### src/rtl/core/sps_pkg.sv
// ----------------------------------------------------------------------------
// sps_pkg
// item types, op codes and angle conversion for the servo slot sequencer
// ----------------------------------------------------------------------------
package sps_pkg;

    typedef enum logic [0:0] {
        OP_TICK      = 1'b0,
        OP_SET_ANGLE = 1'b1
    } t_op;

    typedef struct packed {
        t_op        op;
        logic [2:0] channel;
        logic [7:0] angle;
    } t_in;

    typedef struct packed {
        logic [7:0] compare_value;
        logic [2:0] active_channel;
        logic [7:0] pin_levels;
    } t_out;

    localparam logic [7:0] MAX_ANGLE = 8'd180;

    // ticks = floor((angle*52 + 2750) / 100); the /100 is a multiply by
    // 5243 / 2^19, exact for every sum up to 180 degrees
    localparam int unsigned RECIP_100   = 5243;
    localparam int unsigned ANGLE_SHIFT = 19;
    localparam int unsigned ANGLE_MULT  = 52 * RECIP_100;
    localparam int unsigned ANGLE_BIAS  = 2750 * RECIP_100;

    function automatic logic [7:0] angle_to_ticks(input logic [7:0] angle);
        logic [27:0] prod;
        prod = 28'(angle) * 28'(ANGLE_MULT) + 28'(ANGLE_BIAS);
        return prod[ANGLE_SHIFT+7:ANGLE_SHIFT];
    endfunction

endpackage

### src/rtl/core/servo_pulse_slot_sequencer_top.sv
// ----------------------------------------------------------------------------
// servo_pulse_slot_sequencer_top
// time-sliced pulse sequencer driving several servo pins from one timer
// ----------------------------------------------------------------------------
// usage:
//   input channel (i_in_valid / o_in_stall / i_in) takes one item per cycle while o_in_stall is low.
//   a tick item is one compare-match event of the shared timer; a set-angle
//   item stores a new pulse width for one channel and gives no result.
//   output channel (o_out_valid / i_out_stall / o_out) returns, for each
//   tick item, the next compare interval, the current slot and the pins.
// result: each tick result is registered, into the skid entry if the output is stalled.
// throughput: one item per cycle while the output side keeps up; the slot
//   advance, width lookup and pin update of the phase machine are all
//   combinational, so nothing there limits it.
// stall: the result register is backed by one skid entry; o_in_stall rises
//   only when both are full, and stays registered (no combinational path
//   from i_out_stall to o_in_stall).
// reset: synchronous, active low. every channel is idle (width equal to
//   the slot length), slot 0 is current, high phase, all pins low. no
//   clearing pass is needed.
// ----------------------------------------------------------------------------
module servo_pulse_slot_sequencer_top #(
    parameter int NUM_CHANNELS = 8,
    parameter int SLOT_TICKS   = 155
) (
    input  logic          i_clk,
    input  logic          i_rst_n,
    input  logic          i_in_valid,
    output logic          o_in_stall,
    input  sps_pkg::t_in  i_in,
    output logic          o_out_valid,
    input  logic          i_out_stall,
    output sps_pkg::t_out o_out
);
    import sps_pkg::*;

    localparam int SLOT_W = (NUM_CHANNELS > 1) ? $clog2(NUM_CHANNELS) : 1;
    localparam int CHAN_EXT_W = SLOT_W + 3;
    localparam int PIN_EXT_W  = NUM_CHANNELS + 8;
    localparam logic [7:0] SLOT_LEN = 8'(SLOT_TICKS);
    localparam logic [SLOT_W-1:0] LAST_SLOT = SLOT_W'(NUM_CHANNELS - 1);

    // channel state
    logic [7:0]              r_width [NUM_CHANNELS];
    logic [7:0]              r_cur_width;   // copy of r_width[r_slot]
    logic [SLOT_W-1:0]       r_slot;
    logic                    r_low;
    logic [NUM_CHANNELS-1:0] r_pins;

    logic [7:0]              n_cur_width;
    logic [SLOT_W-1:0]       n_slot;
    logic                    n_low;
    logic [NUM_CHANNELS-1:0] n_pins;

    // output register and skid entry
    logic r_out_valid, r_skid_valid;
    t_out r_out, r_skid;

    logic                    accept, res_valid, out_fire;
    logic                    set_ok;
    logic [CHAN_EXT_W-1:0]   chan_ext;
    logic [SLOT_W-1:0]       set_idx;
    logic [7:0]              set_ticks;
    logic [SLOT_W-1:0]       nxt_slot;
    logic [7:0]              nxt_width;
    logic                    cur_idle, nxt_idle, advance;
    logic [7:0]              cmp;
    logic [CHAN_EXT_W-1:0]   slot_ext;
    logic [PIN_EXT_W-1:0]    pins_ext;
    t_out                    res;

    assign accept    = i_in_valid && !r_skid_valid;
    assign res_valid = accept && (i_in.op == OP_TICK);
    assign out_fire  = r_out_valid && !i_out_stall;

    // set-angle decode: only in-range channels and angles are stored
    assign chan_ext  = CHAN_EXT_W'(i_in.channel);
    assign set_idx   = chan_ext[SLOT_W-1:0];
    assign set_ticks = angle_to_ticks(i_in.angle);
    assign set_ok    = accept && (i_in.op == OP_SET_ANGLE) && (i_in.angle <= MAX_ANGLE)
                       && (chan_ext < CHAN_EXT_W'(NUM_CHANNELS));

    // slot walk: idle slot or end of low phase both move to the next slot
    assign nxt_slot  = (r_slot == LAST_SLOT) ? '0 : r_slot + 1'b1;
    assign nxt_width = r_width[nxt_slot];
    assign cur_idle  = (r_cur_width == SLOT_LEN);
    assign nxt_idle  = (nxt_width == SLOT_LEN);
    assign advance   = r_low || cur_idle;

    always_comb begin
        n_slot      = r_slot;
        n_low       = r_low;
        n_pins      = r_pins;
        n_cur_width = r_cur_width;
        cmp         = nxt_width;
        if (advance) begin
            n_slot      = nxt_slot;
            n_low       = 1'b0;
            n_cur_width = nxt_width;
            cmp         = nxt_width;
            if (!nxt_idle) begin
                n_pins = r_pins | (NUM_CHANNELS'(1) << nxt_slot);
            end
        end else begin
            // end of high phase: rest of the slot with the pin low
            n_low  = 1'b1;
            cmp    = SLOT_LEN - r_cur_width;
            n_pins = r_pins & ~(NUM_CHANNELS'(1) << r_slot);
        end
    end

    assign slot_ext = CHAN_EXT_W'(n_slot);
    assign pins_ext = PIN_EXT_W'(n_pins);

    always_comb begin
        res.compare_value  = cmp;
        res.active_channel = slot_ext[2:0];
        res.pin_levels     = pins_ext[7:0];
    end

    // width table, reset to idle
    always_ff @(posedge i_clk) begin
        if (!i_rst_n) begin
            for (int i = 0; i < NUM_CHANNELS; i++) begin
                r_width[i] <= SLOT_LEN;
            end
        end else if (set_ok) begin
            r_width[set_idx] <= set_ticks;
        end
    end

    // phase machine
    always_ff @(posedge i_clk) begin
        if (!i_rst_n) begin
            r_slot      <= '0;
            r_low       <= 1'b0;
            r_pins      <= '0;
            r_cur_width <= SLOT_LEN;
        end else if (res_valid) begin
            r_slot      <= n_slot;
            r_low       <= n_low;
            r_pins      <= n_pins;
            r_cur_width <= n_cur_width;
        end else if (set_ok && (set_idx == r_slot)) begin
            r_cur_width <= set_ticks;
        end
    end

    // result register with skid entry
    always_ff @(posedge i_clk) begin
        if (!i_rst_n) begin
            r_out_valid  <= 1'b0;
            r_skid_valid <= 1'b0;
        end else if (r_skid_valid) begin
            if (out_fire) begin
                r_out        <= r_skid;
                r_skid_valid <= 1'b0;
            end
        end else if (res_valid) begin
            if (!r_out_valid || out_fire) begin
                r_out       <= res;
                r_out_valid <= 1'b1;
            end else begin
                r_skid       <= res;
                r_skid_valid <= 1'b1;
            end
        end else if (out_fire) begin
            r_out_valid <= 1'b0;
        end
    end

    assign o_in_stall  = r_skid_valid;
    assign o_out_valid = r_out_valid;
    assign o_out       = r_out;

endmodule

### config.mk
export PLATFORM = sky130hd
export DESIGN_NAME = servo_pulse_slot_sequencer_top
export DESIGN_NICKNAME = d
export VERILOG_FILES = /design/src/rtl/core/sps_pkg.sv /design/src/rtl/core/servo_pulse_slot_sequencer_top.sv
export SDC_FILE = /design/constraint.sdc
export NUM_CORES = 1
export LEC_CHECK = 0
export ABC_CLOCK_PERIOD_IN_PS = 7400
export BUFFER_PORTS_ARGS = -buffer_cell sky130_fd_sc_hd__buf_2
export CORE_MARGIN = 2
export CORE_UTILIZATION = 63
export DETAILED_ROUTE_END_ITERATION = 12
export PLACE_DENSITY = 0.92
export SYNTH_ARGS = -nofsm -noshare
export SYNTH_HDL_FRONTEND = slang
export SYNTH_SLANG_ARGS = --single-unit
### constraint.sdc
create_clock -name i_clk -period 7.4 [get_ports i_clk]
set_input_delay 0.37 -clock i_clk [delete_from_list [all_inputs] [get_ports i_clk]]
set_output_delay 0.37 -clock i_clk [all_outputs]
set_load 0.03 [all_outputs]
# After elaboration in Yosys (flattened, before gate mapping)
# Memory sizes are Yosys's and may differ from the RTL's.
# Index checks and enable logic that the tools add are counted.
[totals]
register_bits = 60
mem_bits_rw = 64
inputBits = 16
out_inout_bits = 21
elab_cells = 82
n_memories = 1
[memory_table]
columns = ["name", "depth", "width", "rd", "rd_ports_with_merged_regs", "wr", "line", "text"]
rows = [
  ["r_width", 8, 8, 1, 0, 8, "servo_pulse_slot_sequencer_top.sv:44", "logic [7:0] r_width [NUM_CHANNELS];"],
]
[op_classes]
addsub = 3
n_mul = 1
magnitude_cmp = 2
eq_ne = 7
n_shift = 2
n_mux = 27
bitwise = 6
n_reduce_logical = 21
[ops]
columns = ["op", "n"]
rows = [
  ["$mux 19", 4],
  ["$mux 8", 7],
  ["$add 27x24->27 const B", 1],
  ["$mul 8x17->25 const B", 1],
  ["$eq 8x8->1 const B", 2],
  ["$shl 1x3->8 const A", 2],
  ["$mux 1", 13],
  ["$mux 3", 3],
  ["$and 8x8->8", 1],
  ["$le 8x8->1 const B", 1],
  ["$not 8->8", 1],
  ["$or 8x8->8", 1],
  ["$reduce_and 4->1", 2],
  ["$reduce_bool 2->1", 4],
  ["$reduce_or 8->1", 1],
  ["$sub 8x8->8 const A", 1],
  ["$logic_and 1x1->1", 7],
  ["$ne 2x1->1 const B", 3],
  ["$lt 3x4->1 const B", 1],
  ["$add 3x1->3 const B", 1],
  ["$eq 3x3->1", 1],
  ["$eq 3x3->1 const B", 1],
  ["$logic_not 1->1", 3],
  ["$not 1->1", 3],
  ["other kinds (3)", 4],
]

# Longest topological paths before layout
[depth]
ltp_word = 10
ltp_mapped = 20
mapped_depth_nobuf = 18

# Worst setup path before layout
# Ideal clock, no wire load.
[synth_path]
path_kind = "input port to flip-flop"
startpoint = "input port i_in[5] (netlist name)"
endpoint = "memory r_width[0][7] (data pin)"
setup_time_ps = 280
arrival_ps = 5285
t_required_ps = 7120
setup_slack_ps = 1835
path_stages = 16
path_buffers = 0
cell_sequence = "fa_1 > inv_1 > fa_1 > fa_1 > fa_1 > inv_1 > ha_1 > a21o_1 > a221o_1 > a22o_1 > and4_1 > nor4_2 > o41ai_4 > a31o_2 > o21bai_1 > nand3_1"
[synth_rtl]
columns = ["item", "line", "text"]
rows = [
  ["start: declaration", "servo_pulse_slot_sequencer_top.sv:30", "input sps_pkg::t_in i_in,"],
  ["end: declaration", "servo_pulse_slot_sequencer_top.sv:44", ""],
]

# Worst setup path after layout
[layout_path]
startpoint = "input port i_in[5] (netlist name)"
endpoint = "register r_cur_width[1]"
[layout_between]
elab_chain_len = 6
elab_cells_between_ends = 10
classes_between = "add/sub: 1; mul: 1; order compare: 1; mux: 2; reduce/logical: 5"
[layout_rtl]
columns = ["item", "line", "text"]
rows = [
  ["parallel branches: the longest is 6 deep, another holds $add 27x24->27", "--", ""],
  ["end signal: assignment", "servo_pulse_slot_sequencer_top.sv:143", "r_cur_width <= n_cur_width;"],
  ["end signal: assignment", "servo_pulse_slot_sequencer_top.sv:145", "r_cur_width <= set_ticks;"],
  ["end: declaration", "servo_pulse_slot_sequencer_top.sv:45", "logic [7:0] r_cur_width;"],
]
# Several ways; the timed one is not identified. The select of a mux whose other input is x is not followed.
# A chain may end at the register's enable or synchronous reset.

==> impl_metrics.env <==
export IMPL_rr_worst_depth=12
export IMPL_antenna_cells=0
export IMPL_cp_required_ps=7700
export IMPL_die_h_um=119
export IMPL_powerDensity_nw_per_um2=319
export IMPL_grt_max_degree=43
export IMPL_maxSlewHeadroom_pct=29.5
export IMPL_initial_core_util_pct=65.3
export IMPL_fp_row_count=41
export IMPL_multiInputGateArea_um2=4430
export IMPL_synthArstFlopShare_pct=0
export IMPL_dieArea_um2=14100
export IMPL_peakVddDrop_uv=152
export IMPL_drt_wl_total_um=21000
export IMPL_grt_pass1_vias=6473
export IMPL_yosys_area_top_type="edfxtp_1"
export IMPL_tritoncts="done"
export IMPL_cp_start_kind="primary input"
export IMPL_status="complete, no violations"
export IMPL_worstMarginPinSlew_ps=1060
export IMPL_clock_fmax_mhz=172
export IMPL_dp_hpwl_um=14100
export IMPL_finalMaxSlewViolations=0
export IMPL_worstHoldPathType="in -> reg"
export IMPL_drive_gt1_share_pct=13.4
export IMPL_num_vias=6762
export IMPL_clockBufferDepth=2
export IMPL_critPathSlowestCell="xnor2_1"
export IMPL_max_cap_violations=0
export IMPL_cts_sinks=124
export IMPL_ctsResizeCount=0
export IMPL_overflow=0
export IMPL_finalSetupViolCount=0
export IMPL_r2r_start="r_slot[0]"
export IMPL_grt_pass1_wl_um=33300
export IMPL_cts_buffers=17
export IMPL_synth_enable_flop_cells=102
export IMPL_nNetsFinal=948
export IMPL_min_delay_path_depth=3
export IMPL_endpoint="r_cur_width[1]"
export IMPL_viasPerCell=6.62
export IMPL_crit_cells=17
export IMPL_cpPeakStageDelay_ps=730
export IMPL_cp_startpoint="i_in[5]"
export IMPL_avgSynthCellArea_um2=10.3
export IMPL_ys_flop_type="edfxtp_1"
export IMPL_yosys_warnings=0
export IMPL_cp_max_fo=9
export IMPL_area_growth_pct=10.6
export IMPL_synth_fp_nets=915
export IMPL_antenna_found_initial=0
export IMPL_path_buf_inv=3
export IMPL_skew_ps=9.06
export IMPL_synthCells=803
export IMPL_finalCriticalPeriod_ps=5820
export IMPL_root_buffer="clkbuf_16"
export IMPL_nFillCells=822
export IMPL_ctsHoldBuffers=0
export IMPL_hold_viol=0
export IMPL_portBuffers=36
export IMPL_ys_seq_area_share_pct=42.2
export IMPL_htree_levels=4
export IMPL_clk_insertion_delay_late_ps=420
export IMPL_route_detailed_drc=0
export IMPL_synth_seq_cells=124
export IMPL_post_route_period_util_pct=78.6
export IMPL_ant_nets=0
export IMPL_track_usage_pct=30.2
export IMPL_regArea_um2=3500
export IMPL_netlist_area_um2=8300
export IMPL_crit_family="adder cells"
export IMPL_reg2reg_to="o_out[0]"
export IMPL_first_pass_iters=5
export IMPL_coreArea_um2=12700
export IMPL_post_drt_wl_per_cell_um=20.6
export IMPL_r2r_setup_slack_ps=2870
export IMPL_p_leak_nw=3.76
export IMPL_io_pins=37
export IMPL_setup_tns_ps=0
export IMPL_rsz0062_at_grt="no"
export IMPL_post_cts_buffers=0
export IMPL_yosysUniqueCellTypes=69
export IMPL_synth_top_cell_area_share_pct=36.9
export IMPL_clkTransAtPathRegs_ps=60
export IMPL_crit_path_end_kind="flop"
export IMPL_cp_arrival_ps=6110
export IMPL_path_cells="buf_2, fa_1, inv_1, fa_1, fa_1, fa_1, inv_1, ha_1, a21o_1, a221o_1, xnor2_1, a2111oi_0, and4_1, nor3_1, xnor2_1, a21oi_1, a211o_1"
export IMPL_drt_initial_drc_count=1017
export IMPL_path_class="in -> reg"
export IMPL_cp_common_cell="fa_1"
export IMPL_fin_total_pwr_mw=2.93
export IMPL_synth_area_top_cells="edfxtp_1 37%, ha_1 11%, fa_1 5.5%, dfxtp_1 5.3%, inv_1 3.3%"
export IMPL_die_w_um=119
export IMPL_globalplace_congestion=0.908
-- layout by cell type, fill, tap and decap left out, types with 21 or more instances in the layout --
cell	netlist	layout
edfxtp_1	102	102
nor2_1	58	58
fa_1	23	23
a21oi_1	38	37
mux2_2	21	21
nand3_1	24	24
nand2_1	72	72
inv_1	72	72
dfxtp_1	22	22
ha_1	73	73
buf_2	1	36
o21ai_0	42	42
-- cell usage after synthesis (all sizes together), types with 7 or more instances --
library cell,n
mux2i,12
and3,9
mux2,21
o21ai,44
or2,12
a31oi,7
a211oi,10
a221o,7
xnor2,8
nor2,58
nand2,72
fa,23
nor2b,10
clkbuf,23
nand3,24
edfxtp,102
nor3,15
ha,73
or3,8
inv,72
a21o,8
xor2,13
a21oi,38
dfxtp,22
-- flip-flops by register name (all words and copies together) (netlist names) --
register     count
r_width         64
r_slot           3
o_in_stall       1
r_cur_width      8
r_skid          19
r_pins           8
r_low            1
o_out           19
o_out_valid      1
-- area by class of cell --
cell class,instances,share of cell area (%)
clock inverter,9,0.818
tap,172,2.34
clock buffer,23,4.99
inverter,73,2.99
multi-input combinational,578,48.2
sequential,124,38.2
timing repair buffer,42,2.45
-- worst register-to-register path: stages (launching register included) --
cell	delay, ps
dfxtp_1	320
buf_4	250
ha_1	290
ha_1	650
clkinv_1	490
a221o_1	410
a32oi_1	440
nand4b_1	200
nor4_1	80
nor3_1	540
a21oi_1	200
a21oi_1	300
mux2_2	220
-- through the flow --
stage | cells | instance area [µm²] | hold WS [ps] | util [%] | worst slack [ps]
3_3_place_gp | 989 | 8640 | 467 | 67.9 | 1410
2_1_floorplan | 803 | 8300 | 445 | - | 1840
4_1_cts | 1021 | 9180 | 374 | 72.1 | 1670
5_1_grt | 1021 | 9180 | 408 | 72.1 | 1370
3_5_place_dp | 989 | 8640 | 478 | 67.9 | 1270
6_report | 1021 | 9180 | 375 | 72.1 | 1580
-- logic make-up (layout without fill, tap and decap cells) --
| group | Yosys count | count (layout) | share of synthesized area, % |
|---|---|---|---|
| flops | 124 | 124 | 42.2 |
| simple gates | 245 | 245 | 14.7 |
| fa+ha+maj | 96 | 96 | 16.5 |
| mux | 33 | 33 | 4.30 |
| buf+inv | 101 | 147 | 4.58 |
| compound gates | 183 | 183 | 15.4 |
| xor+xnor | 21 | 21 | 2.31 |
-- power by group --
| part | switching (mW) | internal (mW) | total, mW |
|---|---|---|---|
| logic | 0.831 | 0.481 | 1.31 |
| registers | 0.0286 | 0.835 | 0.863 |
| clock network | 0.290 | 0.466 | 0.756 |
-- metal layers --
metal  vias up  global-route usage (%)  share of wire, %
li1       3025                       -                 -
met1      3174                    37.7                37
met2       480                    51.6                49
met3        83                    5.02               9.6
met4         0                    13.5               3.7
met5         -                       0                 0
-- worst min-delay path by stage --
stage	start	slack, ps	end
2_1_floorplan	r_cur_width[1]	440	r_cur_width[1]
3_3_place_gp	r_pins[7]	470	r_pins[7]
3_5_place_dp	r_cur_width[1]	480	r_cur_width[1]
4_1_cts	i_out_stall	370	o_in_stall
5_1_grt	i_out_stall	410	o_out_valid
6_report	i_out_stall	370	o_in_stall
No activity file was read; power rests on OpenSTA's default activity.
